### src/hdl/asc_pkg.sv
// shared types and constants for the activity step counter
`timescale 1ns / 1ps

package asc_pkg;

    localparam int unsigned AXIS_W         = 16;
    localparam int unsigned LEVEL_W        = 16;
    localparam int unsigned TIME_W         = 32;
    localparam int unsigned TOTAL_W        = 32;
    localparam int unsigned SUM_W          = 32;
    localparam int unsigned CFG_INDEX_W    = 3;
    localparam int unsigned COUNT_BITS_DEF = 32;

    localparam int unsigned NUM_AXES   = 3;
    localparam int unsigned ROOT_STEPS = SUM_W / 2;
    localparam int unsigned STEP_CNT_W = $clog2(ROOT_STEPS);

    // first trial bit of the restoring root: highest even power of two in the sum
    localparam logic [SUM_W-1:0] ROOT_FIRST_BIT = SUM_W'(1) << (SUM_W - 2);

    // reset levels of the config registers
    localparam logic [LEVEL_W-1:0] ONE_G_RESET     = LEVEL_W'(16384);
    localparam logic [LEVEL_W-1:0] STILL_RESET     = LEVEL_W'(820);
    localparam logic [LEVEL_W-1:0] WALK_RESET      = LEVEL_W'(4096);
    localparam logic [LEVEL_W-1:0] RISE_RESET      = LEVEL_W'(2457);
    localparam logic [LEVEL_W-1:0] FALL_RESET      = LEVEL_W'(1229);
    localparam logic [LEVEL_W-1:0] MIN_GAP_RESET   = LEVEL_W'(200);

    typedef enum logic [CFG_INDEX_W-1:0] {
        REG_ONE_G   = 3'd0,
        REG_STILL   = 3'd1,
        REG_WALK    = 3'd2,
        REG_RISE    = 3'd3,
        REG_FALL    = 3'd4,
        REG_MIN_GAP = 3'd5
    } cfg_index_t;

    typedef enum logic [1:0] {
        ACT_STILL = 2'd0,
        ACT_WALK  = 2'd1,
        ACT_RUN   = 2'd2
    } activity_t;

    typedef enum logic [1:0] {
        AXIS_X = 2'd0,
        AXIS_Y = 2'd1,
        AXIS_Z = 2'd2
    } axis_t;

    typedef enum logic [1:0] {
        ST_IDLE,
        ST_SQUARE,
        ST_ROOT,
        ST_FINISH
    } state_t;

    typedef struct packed {
        logic [LEVEL_W-1:0] one_g_level;
        logic [LEVEL_W-1:0] still_limit;
        logic [LEVEL_W-1:0] walk_limit;
        logic [LEVEL_W-1:0] step_rise_level;
        logic [LEVEL_W-1:0] step_fall_level;
        logic [LEVEL_W-1:0] min_step_gap_ms;
    } cfg_t;

    typedef struct packed {
        logic  load;
        logic  square;
        axis_t axis;
        logic  root_step;
        logic  finish;
    } cmd_t;

    typedef struct packed {
        logic out_free;
    } sts_t;

endpackage

### src/hdl/accel_activity_step_counter_core.sv
// top level of the accelerometer activity classifier and step counter
`timescale 1ns / 1ps

// Takes one three-axis sample with its millisecond stamp per word and returns one
// result word: magnitude (floor root of the summed squares), motion away from one g,
// activity class, whether this sample counted a step, and the running step total.
// The accepting edge captures the sample; its result is then built by one squaring
// per axis through the single shared 16x16 squarer, sixteen iterations of the
// bit-at-a-time restoring root, and a finish step for the motion, class and step
// decision, which writes the output register. in_ready is high only while the
// sequencer is idle, so a new sample waits for the last one's finish step; a result
// waiting in the output register does not block the next sample, only its finish step.
// Config registers may be written at any time the block holds no sample.

module accel_activity_step_counter_core
    import asc_pkg::*;
#(
    parameter int unsigned COUNT_BITS = COUNT_BITS_DEF
)
(
    input  logic                     clk,
    input  logic                     rst_n,
    input  logic                     cfg_write,
    input  logic [CFG_INDEX_W-1:0]   cfg_index,
    input  logic [LEVEL_W-1:0]       cfg_data,
    input  logic                     in_valid,
    output logic                     in_ready,
    input  logic signed [AXIS_W-1:0] accel_x,
    input  logic signed [AXIS_W-1:0] accel_y,
    input  logic signed [AXIS_W-1:0] accel_z,
    input  logic [TIME_W-1:0]        time_ms,
    output logic                     out_valid,
    input  logic                     out_ready,
    output logic [LEVEL_W-1:0]       magnitude,
    output logic [LEVEL_W-1:0]       motion,
    output logic [1:0]               activity,
    output logic                     step_counted,
    output logic [TOTAL_W-1:0]       step_total
);

    cfg_t cfg;
    cmd_t cmd;
    sts_t sts;

    asc_cfg_regs u_cfg_regs (
        .clk       (clk),
        .rst_n     (rst_n),
        .cfg_write (cfg_write),
        .cfg_index (cfg_index),
        .cfg_data  (cfg_data),
        .cfg       (cfg)
    );

    asc_ctrl u_ctrl (
        .clk      (clk),
        .rst_n    (rst_n),
        .in_valid (in_valid),
        .in_ready (in_ready),
        .sts      (sts),
        .cmd      (cmd)
    );

    asc_datapath #(
        .COUNT_BITS (COUNT_BITS)
    ) u_datapath (
        .clk          (clk),
        .rst_n        (rst_n),
        .cfg          (cfg),
        .cmd          (cmd),
        .sts          (sts),
        .accel_x      (accel_x),
        .accel_y      (accel_y),
        .accel_z      (accel_z),
        .time_ms      (time_ms),
        .out_valid    (out_valid),
        .out_ready    (out_ready),
        .magnitude    (magnitude),
        .motion       (motion),
        .activity     (activity),
        .step_counted (step_counted),
        .step_total   (step_total)
    );

endmodule

### src/hdl/asc_cfg_regs.sv
// configuration register file for the activity step counter
`timescale 1ns / 1ps

module asc_cfg_regs
    import asc_pkg::*;
(
    input  logic                   clk,
    input  logic                   rst_n,
    input  logic                   cfg_write,
    input  logic [CFG_INDEX_W-1:0] cfg_index,
    input  logic [LEVEL_W-1:0]     cfg_data,
    output cfg_t                   cfg
);

    cfg_t cfg_reg;
    cfg_t cfg_next;

    always_comb
    begin
        cfg_next = cfg_reg;
        if (cfg_write)
        begin
            case (cfg_index_t'(cfg_index))
                REG_ONE_G:   cfg_next.one_g_level     = cfg_data;
                REG_STILL:   cfg_next.still_limit     = cfg_data;
                REG_WALK:    cfg_next.walk_limit      = cfg_data;
                REG_RISE:    cfg_next.step_rise_level = cfg_data;
                REG_FALL:    cfg_next.step_fall_level = cfg_data;
                REG_MIN_GAP: cfg_next.min_step_gap_ms = cfg_data;
                default:     cfg_next = cfg_reg;
            endcase
        end
    end

    always_ff @(posedge clk or negedge rst_n)
    begin
        if (!rst_n)
        begin
            cfg_reg.one_g_level     <= ONE_G_RESET;
            cfg_reg.still_limit     <= STILL_RESET;
            cfg_reg.walk_limit      <= WALK_RESET;
            cfg_reg.step_rise_level <= RISE_RESET;
            cfg_reg.step_fall_level <= FALL_RESET;
            cfg_reg.min_step_gap_ms <= MIN_GAP_RESET;
        end
        else
        begin
            cfg_reg <= cfg_next;
        end
    end

    assign cfg = cfg_reg;

endmodule

### src/hdl/asc_ctrl.sv
// sequencer: capture, squaring of each axis, root iterations, result write
`timescale 1ns / 1ps

module asc_ctrl
    import asc_pkg::*;
(
    input  logic clk,
    input  logic rst_n,
    input  logic in_valid,
    output logic in_ready,
    input  sts_t sts,
    output cmd_t cmd
);

    state_t                state_reg;
    state_t                state_next;
    logic [STEP_CNT_W-1:0] cnt_reg;
    logic [STEP_CNT_W-1:0] cnt_next;

    localparam logic [STEP_CNT_W-1:0] LAST_AXIS = STEP_CNT_W'(NUM_AXES - 1);
    localparam logic [STEP_CNT_W-1:0] LAST_ROOT = STEP_CNT_W'(ROOT_STEPS - 1);

    always_ff @(posedge clk or negedge rst_n)
    begin
        if (!rst_n)
        begin
            state_reg <= ST_IDLE;
            cnt_reg   <= '0;
        end
        else
        begin
            state_reg <= state_next;
            cnt_reg   <= cnt_next;
        end
    end

    always_comb
    begin
        state_next    = state_reg;
        cnt_next      = cnt_reg;
        in_ready      = 1'b0;
        cmd.load      = 1'b0;
        cmd.square    = 1'b0;
        cmd.axis      = AXIS_X;
        cmd.root_step = 1'b0;
        cmd.finish    = 1'b0;
        case (state_reg)
            ST_IDLE:
            begin
                in_ready = 1'b1;
                if (in_valid)
                begin
                    cmd.load   = 1'b1;
                    cnt_next   = '0;
                    state_next = ST_SQUARE;
                end
            end
            ST_SQUARE:
            begin
                cmd.square = 1'b1;
                case (cnt_reg[1:0])
                    2'd0:    cmd.axis = AXIS_X;
                    2'd1:    cmd.axis = AXIS_Y;
                    default: cmd.axis = AXIS_Z;
                endcase
                if (cnt_reg == LAST_AXIS)
                begin
                    cnt_next   = '0;
                    state_next = ST_ROOT;
                end
                else
                begin
                    cnt_next = cnt_reg + 1'b1;
                end
            end
            ST_ROOT:
            begin
                cmd.root_step = 1'b1;
                if (cnt_reg == LAST_ROOT)
                begin
                    cnt_next   = '0;
                    state_next = ST_FINISH;
                end
                else
                begin
                    cnt_next = cnt_reg + 1'b1;
                end
            end
            ST_FINISH:
            begin
                // hold until the output register can take the word
                if (sts.out_free)
                begin
                    cmd.finish = 1'b1;
                    state_next = ST_IDLE;
                end
            end
            default:
            begin
                state_next = ST_IDLE;
            end
        endcase
    end

    a_finish_needs_room: assert property (@(posedge clk) disable iff (!rst_n)
        cmd.finish |-> sts.out_free)
        else $error("result written while output word still pending");

    a_accept_starts_square: assert property (@(posedge clk) disable iff (!rst_n)
        (in_valid && in_ready) |=> (state_reg == ST_SQUARE) && (cnt_reg == '0))
        else $error("accepted sample did not start squaring");

    a_root_ends_in_finish: assert property (@(posedge clk) disable iff (!rst_n)
        (state_reg == ST_ROOT && cnt_reg == LAST_ROOT) |=> (state_reg == ST_FINISH))
        else $error("root iterations did not end in finish");

    a_one_command: assert property (@(posedge clk) disable iff (!rst_n)
        $onehot0({cmd.load, cmd.square, cmd.root_step, cmd.finish}))
        else $error("more than one datapath command at once");

endmodule

### src/hdl/asc_datapath.sv
// datapath: axis magnitudes, shared squarer, restoring root, step detector, output word
`timescale 1ns / 1ps

module asc_datapath
    import asc_pkg::*;
#(
    parameter int unsigned COUNT_BITS = COUNT_BITS_DEF
)
(
    input  logic                       clk,
    input  logic                       rst_n,
    input  cfg_t                       cfg,
    input  cmd_t                       cmd,
    output sts_t                       sts,
    input  logic signed [AXIS_W-1:0]   accel_x,
    input  logic signed [AXIS_W-1:0]   accel_y,
    input  logic signed [AXIS_W-1:0]   accel_z,
    input  logic [TIME_W-1:0]          time_ms,
    output logic                       out_valid,
    input  logic                       out_ready,
    output logic [LEVEL_W-1:0]         magnitude,
    output logic [LEVEL_W-1:0]         motion,
    output logic [1:0]                 activity,
    output logic                       step_counted,
    output logic [TOTAL_W-1:0]         step_total
);

    // captured sample
    logic [AXIS_W-1:0] abs_x_reg;
    logic [AXIS_W-1:0] abs_y_reg;
    logic [AXIS_W-1:0] abs_z_reg;
    logic [TIME_W-1:0] now_reg;

    // root working set; squares accumulate straight into the remainder
    logic [SUM_W-1:0] rem_reg;
    logic [SUM_W-1:0] rem_next;
    logic [SUM_W-1:0] root_reg;
    logic [SUM_W-1:0] root_next;
    logic [SUM_W-1:0] bit_reg;
    logic [SUM_W-1:0] bit_next;

    // detector state
    logic [TIME_W-1:0]     last_stamp_reg;
    logic [TIME_W-1:0]     last_stamp_next;
    logic [COUNT_BITS-1:0] tally_reg;
    logic [COUNT_BITS-1:0] tally_next;
    logic                  armed_high_reg;
    logic                  armed_high_next;

    // output word
    logic              out_valid_reg;
    logic              out_valid_next;
    logic [LEVEL_W-1:0] magnitude_reg;
    logic [LEVEL_W-1:0] motion_reg;
    activity_t          activity_reg;
    logic               counted_reg;

    logic [AXIS_W-1:0]  sel_abs;
    logic [SUM_W-1:0]   square;
    logic [SUM_W-1:0]   trial;
    logic [LEVEL_W-1:0] mag;
    logic [LEVEL_W-1:0] mot;
    activity_t          act;
    logic               edge_hit;
    logic               gap_ok;
    logic [TIME_W-1:0]  elapsed;

    function automatic logic [AXIS_W-1:0] abs_axis(input logic signed [AXIS_W-1:0] v);
        // most negative value maps to its magnitude as an unsigned word
        return v[AXIS_W-1] ? AXIS_W'(-v) : AXIS_W'(v);
    endfunction

    always_comb
    begin
        case (cmd.axis)
            AXIS_X:  sel_abs = abs_x_reg;
            AXIS_Y:  sel_abs = abs_y_reg;
            default: sel_abs = abs_z_reg;
        endcase
    end

    assign square = {{(SUM_W-AXIS_W){1'b0}}, sel_abs} * {{(SUM_W-AXIS_W){1'b0}}, sel_abs};
    assign trial  = root_reg + bit_reg;

    always_comb
    begin
        rem_next  = rem_reg;
        root_next = root_reg;
        bit_next  = bit_reg;
        if (cmd.load)
        begin
            rem_next  = '0;
            root_next = '0;
            bit_next  = ROOT_FIRST_BIT;
        end
        else if (cmd.square)
        begin
            rem_next = rem_reg + square;
        end
        else if (cmd.root_step)
        begin
            if (rem_reg >= trial)
            begin
                rem_next  = rem_reg - trial;
                root_next = (root_reg >> 1) + bit_reg;
            end
            else
            begin
                root_next = root_reg >> 1;
            end
            bit_next = bit_reg >> 2;
        end
    end

    // finish cycle: motion, class and step decision
    assign mag     = root_reg[LEVEL_W-1:0];
    assign mot     = (mag >= cfg.one_g_level) ? (mag - cfg.one_g_level)
                                              : (cfg.one_g_level - mag);
    assign elapsed = now_reg - last_stamp_reg;
    assign gap_ok  = elapsed > {{(TIME_W-LEVEL_W){1'b0}}, cfg.min_step_gap_ms};
    assign edge_hit = (mot > cfg.step_rise_level) && !armed_high_reg;

    always_comb
    begin
        if (mot < cfg.still_limit)
            act = ACT_STILL;
        else if (mot < cfg.walk_limit)
            act = ACT_WALK;
        else
            act = ACT_RUN;
    end

    always_comb
    begin
        last_stamp_next = last_stamp_reg;
        tally_next      = tally_reg;
        armed_high_next = armed_high_reg;
        if (cmd.finish)
        begin
            if (edge_hit)
            begin
                if (gap_ok)
                begin
                    tally_next      = tally_reg + 1'b1;
                    last_stamp_next = now_reg;
                end
                armed_high_next = 1'b1;
            end
            // fall test runs after the edge, so both can apply in one sample
            if (mot < cfg.step_fall_level)
                armed_high_next = 1'b0;
        end
    end

    always_comb
    begin
        out_valid_next = out_valid_reg;
        if (out_valid_reg && out_ready)
            out_valid_next = 1'b0;
        if (cmd.finish)
            out_valid_next = 1'b1;
    end

    assign sts.out_free = !out_valid_reg || out_ready;

    always_ff @(posedge clk or negedge rst_n)
    begin
        if (!rst_n)
        begin
            last_stamp_reg <= '0;
            tally_reg      <= '0;
            armed_high_reg <= 1'b0;
            out_valid_reg  <= 1'b0;
        end
        else
        begin
            last_stamp_reg <= last_stamp_next;
            tally_reg      <= tally_next;
            armed_high_reg <= armed_high_next;
            out_valid_reg  <= out_valid_next;
        end
    end

    always_ff @(posedge clk)
    begin
        if (cmd.load)
        begin
            abs_x_reg <= abs_axis(accel_x);
            abs_y_reg <= abs_axis(accel_y);
            abs_z_reg <= abs_axis(accel_z);
            now_reg   <= time_ms;
        end
        rem_reg  <= rem_next;
        root_reg <= root_next;
        bit_reg  <= bit_next;
        if (cmd.finish)
        begin
            magnitude_reg <= mag;
            motion_reg    <= mot;
            activity_reg  <= act;
            counted_reg   <= edge_hit && gap_ok;
        end
    end

    assign out_valid    = out_valid_reg;
    assign magnitude    = magnitude_reg;
    assign motion       = motion_reg;
    assign activity     = activity_reg;
    assign step_counted = counted_reg;
    assign step_total   = TOTAL_W'(tally_reg);

    a_root_done_at_finish: assert property (@(posedge clk) disable iff (!rst_n)
        cmd.finish |-> (bit_reg == '0))
        else $error("finish before the root iterations ran out");

    a_count_only_on_finish: assert property (@(posedge clk) disable iff (!rst_n)
        (tally_reg != $past(tally_reg)) |-> $past(cmd.finish))
        else $error("step tally moved outside a finish cycle");

    a_counted_moves_stamp: assert property (@(posedge clk) disable iff (!rst_n)
        (cmd.finish && edge_hit && gap_ok) |=> (last_stamp_reg == $past(now_reg)))
        else $error("counted step did not record its timestamp");

endmodule

### config.mk
export PLATFORM = sky130hd
export DESIGN_NAME = accel_activity_step_counter_core
export DESIGN_NICKNAME = d
export VERILOG_FILES = /design/src/hdl/asc_pkg.sv /design/src/hdl/accel_activity_step_counter_core.sv /design/src/hdl/asc_cfg_regs.sv /design/src/hdl/asc_ctrl.sv /design/src/hdl/asc_datapath.sv
export SDC_FILE = /design/constraint.sdc
export NUM_CORES = 1
export LEC_CHECK = 0
export ABC_AREA = 0
export BUFFER_PORTS_ARGS = -buffer_cell sky130_fd_sc_hd__clkbuf_2
export CORE_AREA = 2 2 286 175
export CTS_CLUSTER_SIZE = 12
export DETAILED_ROUTE_END_ITERATION = 10
export DIE_AREA = 0 0 288 177
export PLACE_DENSITY_LB_ADDON = 0.1
export SLEW_MARGIN = 20
export SYNTH_ARGS = -nofsm -noshare
export SYNTH_HDL_FRONTEND = slang
export SYNTH_SLANG_ARGS = --single-unit
### constraint.sdc
create_clock -name clk -period 22.4 [get_ports clk]
set_clock_uncertainty 0.05 [all_clocks]
set_input_delay 1.12 -clock clk [delete_from_list [all_inputs] [get_ports clk]]
set_output_delay 1.12 -clock clk [all_outputs]
set_load 0.02 [all_outputs]
==> metrics <==
outcome=complete, no violations; post-synthesis simple-gate area fraction=12.0%; Synth Area per Inst=9.11 um^2; Synth area leaders=ha_1 13%, fa_1 13%, dfrtp_1 12%; ys flop type=dfrtp_1; Synth Area in XOR/XNOR=5.88%; Critical Path RT=22.80 ns; Ports=173; CTS root buf=clkbuf_16; Cell Area, Synth=0.0312 mm^2; Die ar.=0.0510 mm^2; initial antenna violation count=1; chip width=288 um; Post-Place Setup Slack=12.67 ns; clk_lat worst skew=0.56 ns; Slew Limit Headroom=19.6%; YS warnings=0; Post-synth EDFFs=115; routability cong.=0.996; # Post-CTS Setup Buffers=0; Layout area overhead=8.51%; clk sinks=363; TritonRoute pass-1 iters=5; RSZ-0062 raised after global routing=no; final worst slack=12.33 ns; CP max FO=67; Initial Util=64.2%; hold slack=0.407 ns; CTS tree=built; Core ar.=0.0486 mm^2; arrival time at the worst endpoint=10.47 ns; total negative setup slack=0 ns; Largest register FFs=96; number of global-route vias before repair=24300; first-pass GRT wire length=129 mm; PortBufs=172; crit-path max cell delay=1.09 ns; Synth Area in Compound Gates=16.1%; Post-DRT Antenna Nets=0; Crit. End Element=flip-flop; via/cell ratio=5.93; post-DP HPWL=62.3 mm; max-cap viol count=0; kind of critical path=reg2reg; slowest cell on the critical path=o311ai_0; Seq cells post-synth=363; # DRC=0; ant diodes=0; most frequent cells in the layout=528 x inv_1, 341 x nand2_1, 315 x ha_1, 205 x nor2_1, 198 x fa_1; most common cell after layout, fill and taps aside=inv_1; adder-cell share of the synthesized area=25.5%; Yosys top cell by area=ha_1; Multi-input gate area=0.0194 mm^2; Post-synth ARST share=46.3%; register area share after synthesis=29.8%; Die Y=177 um; cell count of the worst reg-to-reg path=30; wire per inst=18.8 um; Slew @ Worst Pin=1.19 ns; Critical Path Start Type=flip-flop; crit path time final=10.07 ns; worst hold-check path type=in2async; Post-Route Utilization=69.6%; H-tree depth=2; Total Routed Length=79.5 mm; largest family of logic cells by synthesized area=adder cells; post_cts resized=0; final hold vios=0; Post-Synthesis Cells=3421; Final #Nets=4166; # setup viols final=0; GR Overflow Total=0; Pins Over Slew Limit=0; DR vias=25100; mux share of post-synthesis cell area=2.82%; Highest Clock Rate=0.0993 GHz; unique cell type count in the Yosys netlist=79; Synth top area share=12.7%; initial drt markers=2146; share of cells above drive strength 1=9.92%; post-synth net total=4040; Core Rows=63; Reg area=0.00929 mm^2; gr usage total=31.5%; CP most frequent cell=inv_1; Reg clk slew, reported paths=0.06 ns; Final Cycle Share=45.0%; Clock Tree Buf Depth=3; filler instances=3777; Num CTS Buffers=38; hold-fix buffer count after cts=0; pin count of the biggest net entering global routing=93
-- critical path: cells and delay by family (launching register included) --
kind | cells | cell delay, ns
fa+ha+maj | 8 | 3.35
simple gates | 3 | 0.52
buf+inv | 8 | 2.15
flops | 1 | 0.43
xor+xnor | 1 | 0.19
compound gates | 10 | 3.27
-- cell type report --
cell class	instances	area share [%]
clock buffer	62	3.23
clock inverter	8	0.341
inverter	538	5.98
multi-input combinational	2411	57.5
sequential	363	27.5
tap	650	2.41
timing repair buffer	195	3.08
-- per-stage QoR --
step | cells | area, um^2
after floorplan | 3421 | 31200
after global placement | 4157 | 32600
after detailed placement | 4157 | 32600
after CTS | 4227 | 33800
after global routing | 4227 | 33800
final | 4227 | 33800
-- cell families after synthesis --
family	after synthesis
XOR/XNOR	209
multiplexers	82
buffers and inverters	647
AO/OA/AOI/OAI	789
flip-flops	363
AND/OR/NAND/NOR	816
adder cells (fa/ha/maj)	515
-- synthesized netlist by cell type (all sizes together) (10+ instances only) --
cell type  number
a221oi         11
mux2           47
and2           18
nand2b         18
nand2         341
a21o           68
o211ai         19
buf            22
ha            317
o21ai         237
nor2          205
fa            198
a311oi         13
inv           530
dfstp          22
nand4          47
nor2b          29
a21boi         10
o22ai          21
o21a           46
clkbuf         87
xnor2         150
a21oi         169
or3            15
a211oi         34
xor2           59
dfxtp          80
a31oi          38
o31ai          17
nor3           31
and3           17
or2            11
o21bai         25
edfxtp        115
mux2i          35
nand3          46
dfrtp         146
-- path summary, 6_finish.rpt --
kind | start | endpoint | slack, ns
setup / recovery | u_ctrl.state_reg[1]$_DFFE_PN0P_ | u_datapath.rem_reg[29]$_SDFFE_PP0P_ | 12.33
hold / removal | rst_n | u_datapath.step_total[10]$_DFFE_PN0P_ | 0.41
setup reg to reg | u_ctrl.state_reg[1]$_DFFE_PN0P_ | u_datapath.rem_reg[29]$_SDFFE_PP0P_ | 12.33
hold reg to reg | u_datapath.step_total[31]$_DFFE_PN0P_ | u_datapath.step_total[31]$_DFFE_PN0P_ | 0.43
max in group asynchronous | rst_n | u_cfg_regs.cfg[85]$_DFFE_PN0P_ | 19.77
min in group clk | u_datapath.step_total[31]$_DFFE_PN0P_ | u_datapath.step_total[31]$_DFFE_PN0P_ | 0.43
-- layer usage --
layer / global-route usage [%] / share of wire (%)
met3: 7.94 / 9.0
met4: 4.17 / 0.96
met2: 45.2 / 41
met5: 0 / 0.016
met1: 48.9 / 49
Power is not shown: default switching activity piles up to over one toggle a cycle in this logic, so the estimate is an artifact.
